### src/rtl/flrc_pkg.sv
// ----------------------------------------------------------------------------
// flrc_pkg
// Shared types, constants and the CRC-8 step for the framed link receiver.
// ----------------------------------------------------------------------------
package flrc_pkg;

    localparam int unsigned MAX_PAYLOAD  = 8;
    localparam int unsigned HEADER_BYTES = 4;
    localparam int unsigned MAX_FRAME    = HEADER_BYTES + MAX_PAYLOAD + 1;
    localparam int unsigned IDX_W        = 3;
    localparam int unsigned QUEUE_DEPTH  = 2;

    localparam logic [7:0] START_BYTE_RST = 8'hAA;
    localparam logic [7:0] CRC_POLY       = 8'h07;

    localparam logic RESULT_TEXT  = 1'b0;
    localparam logic RESULT_FRAME = 1'b1;

    typedef enum logic [2:0] {
        OP_TEXT,
        OP_SOF,
        OP_ID_LO,
        OP_ID_HI,
        OP_LEN,
        OP_PAYLOAD,
        OP_CRC
    } t_op_kind;

    typedef struct packed {
        t_op_kind         kind;
        logic [7:0]       data;
        logic [IDX_W-1:0] idx;
    } t_op_item;

    function automatic logic [7:0] crc8_step(input logic [7:0] crc, input logic [7:0] b);
        logic [7:0] v;
        v = crc ^ b;
        for (int i = 0; i < 8; i++) begin
            if (v[7]) begin
                v = {v[6:0], 1'b0} ^ CRC_POLY;
            end else begin
                v = {v[6:0], 1'b0};
            end
        end
        return v;
    endfunction

endpackage

### src/rtl/framed_link_receiver_crc8_top.sv
// ----------------------------------------------------------------------------
// framed_link_receiver_crc8_top
// Byte-stream receiver: passes text bytes, checks and unpacks CRC-8 frames.
// ----------------------------------------------------------------------------
// Input channel: i_valid/o_ready with i_rx_byte, one byte per transfer.
// Output channel: o_valid/i_ready with kind, text byte, id, length, payload.
// Frame: start byte, id low, id high, length (0..8), payload, CRC-8 (poly
// 0x07, init 0) over all bytes before the CRC byte.
// Idle bytes other than the start byte leave as text results. A frame with
// a length above 8 or a bad CRC produces nothing.
// Throughput: one byte per cycle sustained while the output is not held. The
// frame tracker classifies each byte in the cycle it arrives and feeds a
// two-entry queue; the result builder drains one op per cycle from it and
// puts each result in the output register. A result passes through the queue
// and then the output register; each op queued ahead of it delays it further.
// Reset (synchronous, active low) returns to idle, empties the queue, drops
// any pending result and sets the start byte to 0xAA. i_cfg_wr_en writes the
// start byte; write it only while the block is idle.
// When i_ready is low the result holds; ops that produce no result keep
// draining, and o_ready drops once the queue fills.
// ----------------------------------------------------------------------------
module framed_link_receiver_crc8_top import flrc_pkg::*; (
    input  logic        i_clk,
    input  logic        i_rst_n,
    input  logic        i_cfg_wr_en,
    input  logic [7:0]  i_cfg_wr_data,
    input  logic        i_valid,
    output logic        o_ready,
    input  logic [7:0]  i_rx_byte,
    output logic        o_valid,
    input  logic        i_ready,
    output logic        o_result_kind,
    output logic [7:0]  o_text_byte,
    output logic [15:0] o_message_id,
    output logic [3:0]  o_payload_length,
    output logic [63:0] o_payload_data
);

    logic     push;
    t_op_item push_item;
    logic     q_ready;
    logic     q_valid;
    t_op_item q_item;
    logic     pop;

    flrc_front u_front (
        .i_clk         (i_clk),
        .i_rst_n       (i_rst_n),
        .i_cfg_wr_en   (i_cfg_wr_en),
        .i_cfg_wr_data (i_cfg_wr_data),
        .i_valid       (i_valid),
        .o_ready       (o_ready),
        .i_rx_byte     (i_rx_byte),
        .o_push        (push),
        .o_item        (push_item),
        .i_q_ready     (q_ready)
    );

    flrc_queue u_queue (
        .i_clk   (i_clk),
        .i_rst_n (i_rst_n),
        .i_push  (push),
        .i_item  (push_item),
        .o_ready (q_ready),
        .o_valid (q_valid),
        .o_item  (q_item),
        .i_pop   (pop)
    );

    flrc_back u_back (
        .i_clk            (i_clk),
        .i_rst_n          (i_rst_n),
        .i_q_valid        (q_valid),
        .i_item           (q_item),
        .o_pop            (pop),
        .o_valid          (o_valid),
        .i_ready          (i_ready),
        .o_result_kind    (o_result_kind),
        .o_text_byte      (o_text_byte),
        .o_message_id     (o_message_id),
        .o_payload_length (o_payload_length),
        .o_payload_data   (o_payload_data)
    );

endmodule

### src/rtl/flrc_front.sv
// ----------------------------------------------------------------------------
// flrc_front
// Frame tracker: accepts bytes, follows frame position, emits classified ops.
// ----------------------------------------------------------------------------
module flrc_front import flrc_pkg::*; (
    input  logic       i_clk,
    input  logic       i_rst_n,
    input  logic       i_cfg_wr_en,
    input  logic [7:0] i_cfg_wr_data,
    input  logic       i_valid,
    output logic       o_ready,
    input  logic [7:0] i_rx_byte,
    output logic       o_push,
    output t_op_item   o_item,
    input  logic       i_q_ready
);

    logic [7:0] r_start_byte;
    logic       r_in_frame, n_in_frame;
    logic [3:0] r_pos, n_pos;
    logic [3:0] r_exp, n_exp;
    logic       accept;

    assign o_ready = i_q_ready;
    assign accept  = i_valid && i_q_ready;

    always_comb begin
        n_in_frame  = r_in_frame;
        n_pos       = r_pos;
        n_exp       = r_exp;
        o_push      = 1'b0;
        o_item.kind = OP_TEXT;
        o_item.data = i_rx_byte;
        o_item.idx  = '0;
        if (accept) begin
            priority if (!r_in_frame) begin
                o_push = 1'b1;
                if (i_rx_byte == r_start_byte) begin
                    o_item.kind = OP_SOF;
                    n_in_frame  = 1'b1;
                    n_pos       = 4'd1;
                    n_exp       = '0;
                end
            end else if (r_pos >= 4'(MAX_FRAME)) begin
                n_in_frame = 1'b0;
                n_pos      = '0;
                n_exp      = '0;
            end else if (r_pos == 4'd1) begin
                o_push      = 1'b1;
                o_item.kind = OP_ID_LO;
                n_pos       = 4'd2;
            end else if (r_pos == 4'd2) begin
                o_push      = 1'b1;
                o_item.kind = OP_ID_HI;
                n_pos       = 4'd3;
            end else if (r_pos == 4'd3) begin
                if (i_rx_byte > 8'(MAX_PAYLOAD)) begin
                    n_in_frame = 1'b0;
                    n_pos      = '0;
                    n_exp      = '0;
                end else begin
                    o_push      = 1'b1;
                    o_item.kind = OP_LEN;
                    n_exp       = 4'(HEADER_BYTES + 1) + i_rx_byte[3:0];
                    n_pos       = 4'(HEADER_BYTES);
                end
            end else if (r_exp != '0 && r_pos == r_exp - 4'd1) begin
                o_push      = 1'b1;
                o_item.kind = OP_CRC;
                n_in_frame  = 1'b0;
                n_pos       = '0;
                n_exp       = '0;
            end else begin
                o_push      = 1'b1;
                o_item.kind = OP_PAYLOAD;
                o_item.idx  = IDX_W'(r_pos - 4'(HEADER_BYTES));
                n_pos       = r_pos + 4'd1;
            end
        end
    end

    always_ff @(posedge i_clk) begin
        if (!i_rst_n) begin
            r_start_byte <= START_BYTE_RST;
            r_in_frame   <= 1'b0;
            r_pos        <= '0;
            r_exp        <= '0;
        end else begin
            if (i_cfg_wr_en) begin
                r_start_byte <= i_cfg_wr_data;
            end
            r_in_frame <= n_in_frame;
            r_pos      <= n_pos;
            r_exp      <= n_exp;
        end
    end

`ifndef SYNTHESIS
    a_crc_ends_frame: assert property (@(posedge i_clk) disable iff (!i_rst_n)
        (o_push && o_item.kind == OP_CRC) |=> !r_in_frame)
        else $error("frame still open after CRC byte");
    a_idle_pos_zero: assert property (@(posedge i_clk) disable iff (!i_rst_n)
        !r_in_frame |-> (r_pos == '0 && r_exp == '0))
        else $error("frame position not cleared while idle");
`endif

endmodule

### src/rtl/flrc_queue.sv
// ----------------------------------------------------------------------------
// flrc_queue
// Two-entry op queue between the frame tracker and the result builder.
// ----------------------------------------------------------------------------
module flrc_queue import flrc_pkg::*; (
    input  logic     i_clk,
    input  logic     i_rst_n,
    input  logic     i_push,
    input  t_op_item i_item,
    output logic     o_ready,
    output logic     o_valid,
    output t_op_item o_item,
    input  logic     i_pop
);

    localparam int unsigned PTR_W = $clog2(QUEUE_DEPTH);
    localparam int unsigned CNT_W = $clog2(QUEUE_DEPTH + 1);

    t_op_item           r_mem [QUEUE_DEPTH];
    logic [PTR_W-1:0]   r_wr_ptr;
    logic [PTR_W-1:0]   r_rd_ptr;
    logic [CNT_W-1:0]   r_count;
    logic               do_push;
    logic               do_pop;

    assign o_ready = r_count < CNT_W'(QUEUE_DEPTH);
    assign o_valid = r_count != '0;
    assign o_item  = r_mem[r_rd_ptr];
    assign do_push = i_push && o_ready;
    assign do_pop  = i_pop && o_valid;

    always_ff @(posedge i_clk) begin
        if (do_push) begin
            r_mem[r_wr_ptr] <= i_item;
        end
    end

    always_ff @(posedge i_clk) begin
        if (!i_rst_n) begin
            r_wr_ptr <= '0;
            r_rd_ptr <= '0;
            r_count  <= '0;
        end else begin
            if (do_push) begin
                r_wr_ptr <= (r_wr_ptr == PTR_W'(QUEUE_DEPTH - 1)) ? '0 : r_wr_ptr + 1'b1;
            end
            if (do_pop) begin
                r_rd_ptr <= (r_rd_ptr == PTR_W'(QUEUE_DEPTH - 1)) ? '0 : r_rd_ptr + 1'b1;
            end
            r_count <= r_count + CNT_W'(do_push) - CNT_W'(do_pop);
        end
    end

`ifndef SYNTHESIS
    a_no_overflow: assert property (@(posedge i_clk) disable iff (!i_rst_n)
        (r_count == CNT_W'(QUEUE_DEPTH) && !do_pop) |=> r_count == CNT_W'(QUEUE_DEPTH))
        else $error("queue count moved while full");
`endif

endmodule

### src/rtl/flrc_back.sv
// ----------------------------------------------------------------------------
// flrc_back
// Result builder: header/payload capture, running CRC-8, output register.
// ----------------------------------------------------------------------------
module flrc_back import flrc_pkg::*; (
    input  logic        i_clk,
    input  logic        i_rst_n,
    input  logic        i_q_valid,
    input  t_op_item    i_item,
    output logic        o_pop,
    output logic        o_valid,
    input  logic        i_ready,
    output logic        o_result_kind,
    output logic [7:0]  o_text_byte,
    output logic [15:0] o_message_id,
    output logic [3:0]  o_payload_length,
    output logic [63:0] o_payload_data
);

    logic [15:0] r_id;
    logic [3:0]  r_len;
    logic [63:0] r_payload;
    logic [7:0]  r_crc;
    logic        r_out_valid;
    logic        r_kind;
    logic [7:0]  r_text;
    logic [15:0] r_mid;
    logic [3:0]  r_plen;
    logic [63:0] r_pdata;

    logic [7:0]  crc_next;
    logic        crc_good;
    logic        makes_result;
    logic        out_free;

    assign crc_next     = crc8_step((i_item.kind == OP_SOF) ? 8'h00 : r_crc, i_item.data);
    assign crc_good     = i_item.data == r_crc;
    assign makes_result = (i_item.kind == OP_TEXT) || (i_item.kind == OP_CRC && crc_good);
    assign out_free     = !r_out_valid || i_ready;
    assign o_pop        = i_q_valid && (out_free || !makes_result);

    always_ff @(posedge i_clk) begin
        if (o_pop) begin
            unique case (i_item.kind)
                OP_SOF: begin
                    r_id      <= '0;
                    r_len     <= '0;
                    r_payload <= '0;
                    r_crc     <= crc_next;
                end
                OP_ID_LO: begin
                    r_id[7:0] <= i_item.data;
                    r_crc     <= crc_next;
                end
                OP_ID_HI: begin
                    r_id[15:8] <= i_item.data;
                    r_crc      <= crc_next;
                end
                OP_LEN: begin
                    r_len <= i_item.data[3:0];
                    r_crc <= crc_next;
                end
                OP_PAYLOAD: begin
                    r_payload <= r_payload | (64'(i_item.data) << {i_item.idx, 3'b000});
                    r_crc     <= crc_next;
                end
                OP_TEXT: begin
                    r_kind  <= RESULT_TEXT;
                    r_text  <= i_item.data;
                    r_mid   <= '0;
                    r_plen  <= '0;
                    r_pdata <= '0;
                end
                OP_CRC: begin
                    if (crc_good) begin
                        r_kind  <= RESULT_FRAME;
                        r_text  <= '0;
                        r_mid   <= r_id;
                        r_plen  <= r_len;
                        r_pdata <= r_payload;
                    end
                end
                default: begin
                end
            endcase
        end
    end

    always_ff @(posedge i_clk) begin
        if (!i_rst_n) begin
            r_out_valid <= 1'b0;
        end else if (o_pop && makes_result) begin
            r_out_valid <= 1'b1;
        end else if (i_ready) begin
            r_out_valid <= 1'b0;
        end
    end

    assign o_valid          = r_out_valid;
    assign o_result_kind    = r_kind;
    assign o_text_byte      = r_text;
    assign o_message_id     = r_mid;
    assign o_payload_length = r_plen;
    assign o_payload_data   = r_pdata;

`ifndef SYNTHESIS
    a_text_fields_zero: assert property (@(posedge i_clk) disable iff (!i_rst_n)
        (o_valid && o_result_kind == RESULT_TEXT) |->
            (o_message_id == '0 && o_payload_length == '0 && o_payload_data == '0))
        else $error("text result carries frame fields");
    a_frame_len_range: assert property (@(posedge i_clk) disable iff (!i_rst_n)
        (o_valid && o_result_kind == RESULT_FRAME) |->
            (o_text_byte == '0 && o_payload_length <= 4'(MAX_PAYLOAD)))
        else $error("frame result out of range");
`endif

endmodule

### config.mk
export PLATFORM = sky130hd
export DESIGN_NAME = framed_link_receiver_crc8_top
export DESIGN_NICKNAME = d
export VERILOG_FILES = /design/src/rtl/flrc_pkg.sv /design/src/rtl/framed_link_receiver_crc8_top.sv /design/src/rtl/flrc_front.sv /design/src/rtl/flrc_queue.sv /design/src/rtl/flrc_back.sv
export SDC_FILE = /design/constraint.sdc
export NUM_CORES = 1
export LEC_CHECK = 0
export ABC_AREA = 1
export BUFFER_PORTS_ARGS = -buffer_cell sky130_fd_sc_hd__buf_2
export CORE_MARGIN = 4
export CORE_UTILIZATION = 40
export DETAILED_ROUTE_END_ITERATION = 10
export MAX_ROUTING_LAYER = met4
export SETUP_SLACK_MARGIN = 0.1
export SYNTH_ARGS = -nofsm -noshare
export SYNTH_HDL_FRONTEND = slang
export SYNTH_SLANG_ARGS = --single-unit
### constraint.sdc
create_clock -name i_clk -period 7.3 [get_ports i_clk]
set_input_delay 1.46 -clock i_clk [delete_from_list [all_inputs] [get_ports i_clk]]
set_output_delay 1.46 -clock i_clk [all_outputs]
set_load 0.1 [all_outputs]
==> reports/qor_table.md, run 1 <==
| Result | Value | Unit |
|:---|:---|:---|
| Outcome | finished clean | - |
| GR Layer Usage met1 | 22.1 | % |
| Commonest cells post-synth | 213 x edfxtp_1, 160 x inv_1, 157 x nand2_1 | - |
| Count of flip-flops with a built-in enable after synthesis | 213 | - |
| Final design instance area without fill | 0.0121 | sq mm |
| Most common cell in the synthesized netlist | edfxtp_1 | - |
| Skew final | 21.2 | ps |
| Starting utilization of the core area | 40.6 | % |
| Final HPWL from detailed placement | 15400 | um |
| Pin count of the biggest net entering global routing | 96 | - |
| Postcts setup bufs | 0 | - |
| Post-route minimum period | 4390 | ps |
| Top cells by area in the synthesized netlist | edfxtp_1 61%, inv_1 5.7%, nand2_1 5.6% | - |
| Number of buffers inserted for hold repair after clock tree synthesis | 0 | - |
| Floorplan core area | 0.0260 | sq mm |
| Type of origin of the critical path | flop | - |
| Ratio of routed vias to standard cells | 4.94 | - |
| Peak supply drop | 0.262 | mV |
| Area of placed instances | 0.0114 | sq mm |
| Routed wirelength normalized by instance count | 15.7 | um |
| Cell count after placement | 1438 | - |
| Nets | 1160 | - |
| Clock buffers created by TritonCTS | 25 | - |
| Clock tree from TritonCTS | yes | - |
| Grt total ovfl | 0 | - |
| Unrepaired setup endpoints after global routing | false | - |
| Number of violations reported at the end of detailed-routing iteration 0 | 448 | - |
| Worst setup path class | reg2reg | - |
| Flip-flop and latch count after synthesis | 236 | - |
| Multi-input logic area | 0.00285 | sq mm |
| Endpoints failing hold | 0 | - |
| Synth Flop Type | edfxtp_1 | - |
| Power density normalized to cell area | 448 | mW/mm^2 |
| Relative slew margins | 21.5 | % |
| Post-Syn Instances | 1028 | - |
| Setup_tns | 0 | ps |
| Later-pin clock latency in the skew report | 520 | ps |
| Static leakage | 5.10 | nW |
| Post-CTS Resized | 0 | - |
| Wire length of the first global-routing pass | 37000 | um |
| Final worst path period share | 60.2 | % |
| Type of the most critical hold path | reg2reg | - |
| Ant diodes | 0 | - |
| WP data required | 7430 | ps |
| Global-route layer with the greatest usage | met2 | - |
| Average footprint of a synthesized cell | 10.3 | sq um |
| Overall routed net length | 23300 | um |
| Routability cong. | 0.871 | - |
| Arrival time of data at the critical path endpoint | 4530 | ps |
| Antenna violations before repair | 0 | - |
| GRT Resource Usage Total | 16.3 | % |
| Number of endpoints failing setup at the final stage | 0 | - |
| Tightest Pin Transition | 1170 | ps |
| Total standard cell area after synthesis | 0.0106 | sq mm |
| Global-route track usage on met2 | 25.9 | % |
| Total die area | 0.0291 | sq mm |
| Post-route DRC violation count | 0 | - |
| Fraction of post-synthesis cell area in the top cell type by area | 60.6 | % |
| Share of cells above drive strength 1 | 16.9 | % |
| Master cell of the clock root buffer | clkbuf_16 | - |
| Max Fanout on Critical Path | 95 | - |
| Synth area leader | edfxtp_1 | - |
| Number of iterations in the first detailed-routing pass | 5 | - |
| Layout fillers | 2448 | - |
| Layout Cells excl Fill | 1482 | - |
| Vias | 7316 | - |
| Max H-tree Level | 1 | - |
| Number of standard-cell rows in the floorplan | 59 | - |
| Layout Area Growth over Synthesis | 15.0 | % |
| Synthesized net count | 1058 | - |
| Worst-path clk slew | 60 | ps |
| Synth warn | 0 | - |
| Vias in the first global route | 6974 | - |
| TritonCTS sink count | 236 | - |
| Kind of end point of the critical path | flop | - |
| Number of top-level pins | 116 | - |
| Met3 Track Usage GR | 2.49 | % |
| Slew Viols, Final | 0 | - |
| Number of port buffers | 115 | - |
| Maximum clock insertion buffer count | 3 | - |
| Die outline width | 170 | um |
| Max-cap violations | 0 | - |
| Sequential share of the synthesized area | 64.9 | % |
| Seq. cell area | 0.00686 | sq mm |
| Max Freq | 0.228 | GHz |
| Number of different library cells in the post-synthesis netlist | 35 | - |
| Asr flop ratio synth | 0 | % |
| Post-detailed-route count of antenna-violating nets | 0 | - |
| Vertical die dimension | 170 | um |
placed cells by master, fill, tap and decap left out, types with 2 or more instances in the layout:
cell type and n:
a21oi_1 80, buf_2 115, buf_4 6, clkbuf_1 6, clkbuf_16 25, clkbuf_8 4, clkinv_1 6, clkinv_2 5
dfxtp_1 23, edfxtp_1 213, ha_1 9, inv_1 159, inv_2 9, nand2_1 156, nand2_2 7, nand3_1 42
nand4_1 65, nor2_1 147, nor2_2 2, nor3_1 6, o21ai_0 15, o21ai_1 3, o21ai_2 9, or2_2 3
xnor2_1 11, xor2_1 8
power breakdown:
part	internal, mW	switching, mW
clock network	0.667	0.489
logic	0.415	1.83
registers	1.92	0.110
total	3.01	2.43
logic make-up after synthesis:
| family | count (synthesis) | share of synthesized area (%) |
|---|---|---|
| flip-flops | 236 | 64.9 |
| buffers and inverters | 218 | 8.31 |
| XOR/XNOR | 20 | 1.73 |
| adder cells (fa/ha/maj) | 9 | 1.07 |
| AND/OR/NAND/NOR | 435 | 18.3 |
| AO/OA/AOI/OAI | 110 | 5.68 |
metal layers:
layer	routed length, um	part of all wire [%]	vias to the layer above
met3	1520	6.5	42
met5	0	0	-
li1	-	-	3630
met4	483	2.1	0
met1	10500	45	3405
met2	10800	46	239
worst paths after layout:
check | to | slack (ps) | cells after the start | start
hold reg to reg | u_front.r_start_byte[7] | 480 | 2 | u_front.r_start_byte[7]
setup reg to reg | u_back.o_payload_data[46] | 2910 | 11 | flop
setup / recovery | u_back.o_payload_data[46] | 2910 | 11 | flop
hold / removal | u_front.r_start_byte[7] | 480 | 2 | u_front.r_start_byte[7]
through the flow:
step                      setup slack [ps]  util (%)  hold WS (ps)  total power [mW]
final                                 2910      46.7           479              5.43
after global routing                  2390      46.7           509              5.74
after CTS                             2770      46.7           483              5.48
after detailed placement              2770      43.8           467              4.31
after global placement                2880      43.8           464              4.29
after floorplan                        658         -           443              3.88
area by class of cell:
class | instances | share of cell area (%)
clock buffers | 35 | 5.79
clock inverters | 9 | 0.361
inverters | 172 | 5.35
multi-input cells | 574 | 23.4
repair buffers | 121 | 5.11
well taps | 335 | 3.45
flip-flops and latches | 236 | 56.5
flip-flops by register name, summed over array words and instances, names as in the netlist, 4 cells and up, named ones only:
signal,cells
u_back.r_id,16
u_front.r_pos,4
u_back.r_payload,64
u_back.o_payload_data,64
u_back.o_text_byte,8
u_back.r_crc,8
u_queue.r_mem,28
u_back.o_message_id,16
u_back.r_len,4
u_back.o_payload_length,4
u_front.r_exp,4
u_front.r_start_byte,8
critical path, stage by stage (launching register included):
cell and delay (ps):
dfxtp_1 800, nand2_1 200, o21ai_4 180, nand3_4 810, inv_1 300, nand2_1 80
nand3_1 120, nand2_2 140, inv_2 90, nand2_1 60, clkinv_2 570, buf_4 590
(Power assumes the default switching activity.)
==> inputs of run 2 (changes only) <==
==> constraint.sdc (replaced) <==
create_clock -name i_clk -period 3.7 [get_ports i_clk]
set_input_delay 0.74 -clock i_clk [delete_from_list [all_inputs] [get_ports i_clk]]
set_output_delay 0.74 -clock i_clk [all_outputs]
set_load 0.1 [all_outputs]
==> run 2 against run 1 <==
Global-route usage increased by 0.25 points. Total power increased by 100%. Non-clock buffer count increased by 12. Combinational power increased by 100%. Clock skew decreased by 10 ps. Sequential cell count unchanged. Critical path type unchanged. Die area unchanged. Worst setup slack got worse by 2300 ps. Sequential power increased by 97%. Cell area increased by 1.7%. Count of clock-buffer cells in the layout unchanged. First-iteration DRC count increased by 41%.
==> reports/qor_table.md, run 2 (same netlist as run 1, synthesis figures left out) <==
| Result | Value | Unit |
|:---|:---|:---|
| Number of endpoints failing setup at the final stage | 0 | - |
| Post-CTS Resized | 0 | - |
| TritonCTS sink count | 236 | - |
| Routability cong. | 0.898 | - |
| Vertical die dimension | 170 | um |
| Postcts setup bufs | 0 | - |
| Maximum clock insertion buffer count | 3 | - |
| Number of violations reported at the end of detailed-routing iteration 0 | 630 | - |
| Final worst path period share | 84.1 | % |
| Cell type group with the largest total delay on the critical path | simple AND/OR/NAND/NOR gates | - |
| Static leakage | 5.19 | nW |
| Tightest Pin Transition | 1090 | ps |
| Peak supply drop | 0.570 | mV |
| Arrival time of data at the critical path endpoint | 3390 | ps |
| Post-route DRC violation count | 0 | - |
| Total die area | 0.0291 | sq mm |
| Number of buffers inserted for hold repair after clock tree synthesis | 0 | - |
| Layout Cells excl Fill | 1498 | - |
| Vias | 7379 | - |
| Leading cell type in the layout, fill and taps excluded | edfxtp_1 | - |
| Share of cells above drive strength 1 | 17.9 | % |
| Power after layout | 11.0 | mW |
| Vias in the first global route | 7122 | - |
| Max Fanout on Critical Path | 44 | - |
| Grt total ovfl | 0 | - |
| Later-pin clock latency in the skew report | 540 | ps |
| Layout Utilization | 47.5 | % |
| Type of origin of the critical path | flop | - |
| Final Hold Slack | 422 | ps |
| Unrepaired setup endpoints after global routing | false | - |
| Outcome | finished clean | - |
| Min-Delay Endpoint | u_front.r_start_byte[5] | - |
| Wire length of the first global-routing pass | 37700 | um |
| Slowest stage cell, crit path | dfxtp_1 | - |
| Die outline width | 170 | um |
| Post-place setup slack | 544 | ps |
| Setup_tns | 0 | ps |
| Layout fillers | 2435 | - |
| Setup slack, reg-to-reg | 590 | ps |
| Floorplan core area | 0.0260 | sq mm |
| Post-layout worst setup margin | 589 | ps |
| Max-cap violations | 0 | - |
| Ratio of routed vias to standard cells | 4.93 | - |
| Skew final | 11.1 | ps |
| Number of buffers and inverters on the critical path | 4 | - |
| Reg-to-Reg End | u_back.o_payload_data[14] | - |
| Cell count after placement | 1450 | - |
| Final design instance area without fill | 0.0123 | sq mm |
| GRT Resource Usage Total | 16.5 | % |
| Type of the most critical hold path | in2reg | - |
| Worst hold path stage count | 3 | - |
| Overall routed net length | 23500 | um |
| Reg2Reg Depth | 15 | - |
| Endpoints failing hold | 0 | - |
| Nets | 1174 | - |
| Final HPWL from detailed placement | 15500 | um |
| Power density normalized to cell area | 892 | mW/mm^2 |
| Kind of end point of the critical path | flop | - |
| Post-route minimum period | 3110 | ps |
| Worst-path clk slew | 60 | ps |
| Critical Path Most Common Cell | nand2_1 | - |
| Number of standard-cell rows in the floorplan | 59 | - |
| Layout Area Growth over Synthesis | 16.9 | % |
| Slew Viols, Final | 0 | - |
| Startpoint of the most critical hold path | i_cfg_wr_data[5] | - |
| Relative slew margins | 27.0 | % |
| Clock buffers created by TritonCTS | 27 | - |
| Max H-tree Level | 1 | - |
| Cells traversed along the worst timing path | inv_4 -> nand2_1 -> nand2_1 -> nand2_1 -> nand2_1 -> nand2_1 -> nor2_1 -> nand2_1 -> nand2_1 -> nand3_1 -> nand2_2 -> inv_2 -> nand2_1 -> clkinvlp_4 -> buf_12 | - |
| Ant diodes | 0 | - |
| Max Freq | 0.321 | GHz |
| Master cell of the clock root buffer | clkbuf_16 | - |
| Routed wirelength normalized by instance count | 15.7 | um |
| Worst setup path class | reg2reg | - |
| Area of placed instances | 0.0115 | sq mm |
| Number of iterations in the first detailed-routing pass | 5 | - |
| Number of port buffers | 115 | - |
| Number of top-level pins | 116 | - |
| WP data required | 3980 | ps |
| Post-detailed-route count of antenna-violating nets | 0 | - |
| Clock tree from TritonCTS | yes | - |
| Highest-count cells in the layout ignoring fill and taps | 213 x edfxtp_1, 159 x inv_1, 156 x nand2_1 | - |
| Starting utilization of the core area | 40.6 | % |
| Pin count of the biggest net entering global routing | 65 | - |
| Antenna violations before repair | 0 | - |
| Largest stage delay on the critical path | 480 | ps |
[run 2: cell types whose count changed in the layout (fill, tap and decap cells not counted)]
| cell | previous run | this run |
|---|---|---|
| nor3_4 | 0 | 1 |
| clkinvlp_4 | 0 | 3 |
| clkbuf_16 | 25 | 27 |
| clkbuf_8 | 4 | 0 |
| clkinv_2 | 5 | 3 |
| inv_6 | 0 | 1 |
| bufinv_16 | 0 | 1 |
| inv_16 | 0 | 1 |
| nor3_2 | 1 | 0 |
| buf_4 | 6 | 15 |
| buf_12 | 0 | 3 |
| clkbuf_1 | 6 | 8 |
[run 2: layout make-up]
type	instances	area, sq um	area share [%]
flip-flops and latches	236	6860	55.5
multi-input cells	574	2850	23.1
repair buffers	133	748	6.06
clock buffers	35	706	5.72
inverters	172	652	5.28
well taps	335	419	3.39
clock inverters	13	113	0.912
[run 2: per-layer routing]
metal  up-vias  global-route usage [%]  share of wire, %
met5         -                       -                 0
met4         0                    4.10               2.5
met3        47                    2.62               6.0
met2       227                    25.5                46
met1      3449                    23.2                46
li1       3656                       -                 -
[run 2: power breakdown]
group | total, mW | switching, mW | internal [mW]
clock | 2.47 | 1.05 | 1.42
sequential | 3.99 | 0.210 | 3.78
combinational | 4.55 | 3.65 | 0.903
total | 11.0 | 4.91 | 6.11
[run 2: worst register-to-register path: cells and delay by family (launching register included)]
| family | cells | cell delay [ps] |
|---|---|---|
| buf+inv | 4 | 1090 |
| flops | 1 | 480 |
| simple gates | 11 | 1250 |
[run 2: worst max path at each step]
stage	endpoint	cells past startpoint
finish	u_back.o_payload_data[14]	15
global route	u_back.o_payload_data[14]	15
CTS	u_back.o_payload_data[14]	15
detailed placement	u_back.o_payload_data[14]	15
global placement	u_back.o_payload_data[19]	14
floorplan	u_back.o_message_id[0]	7
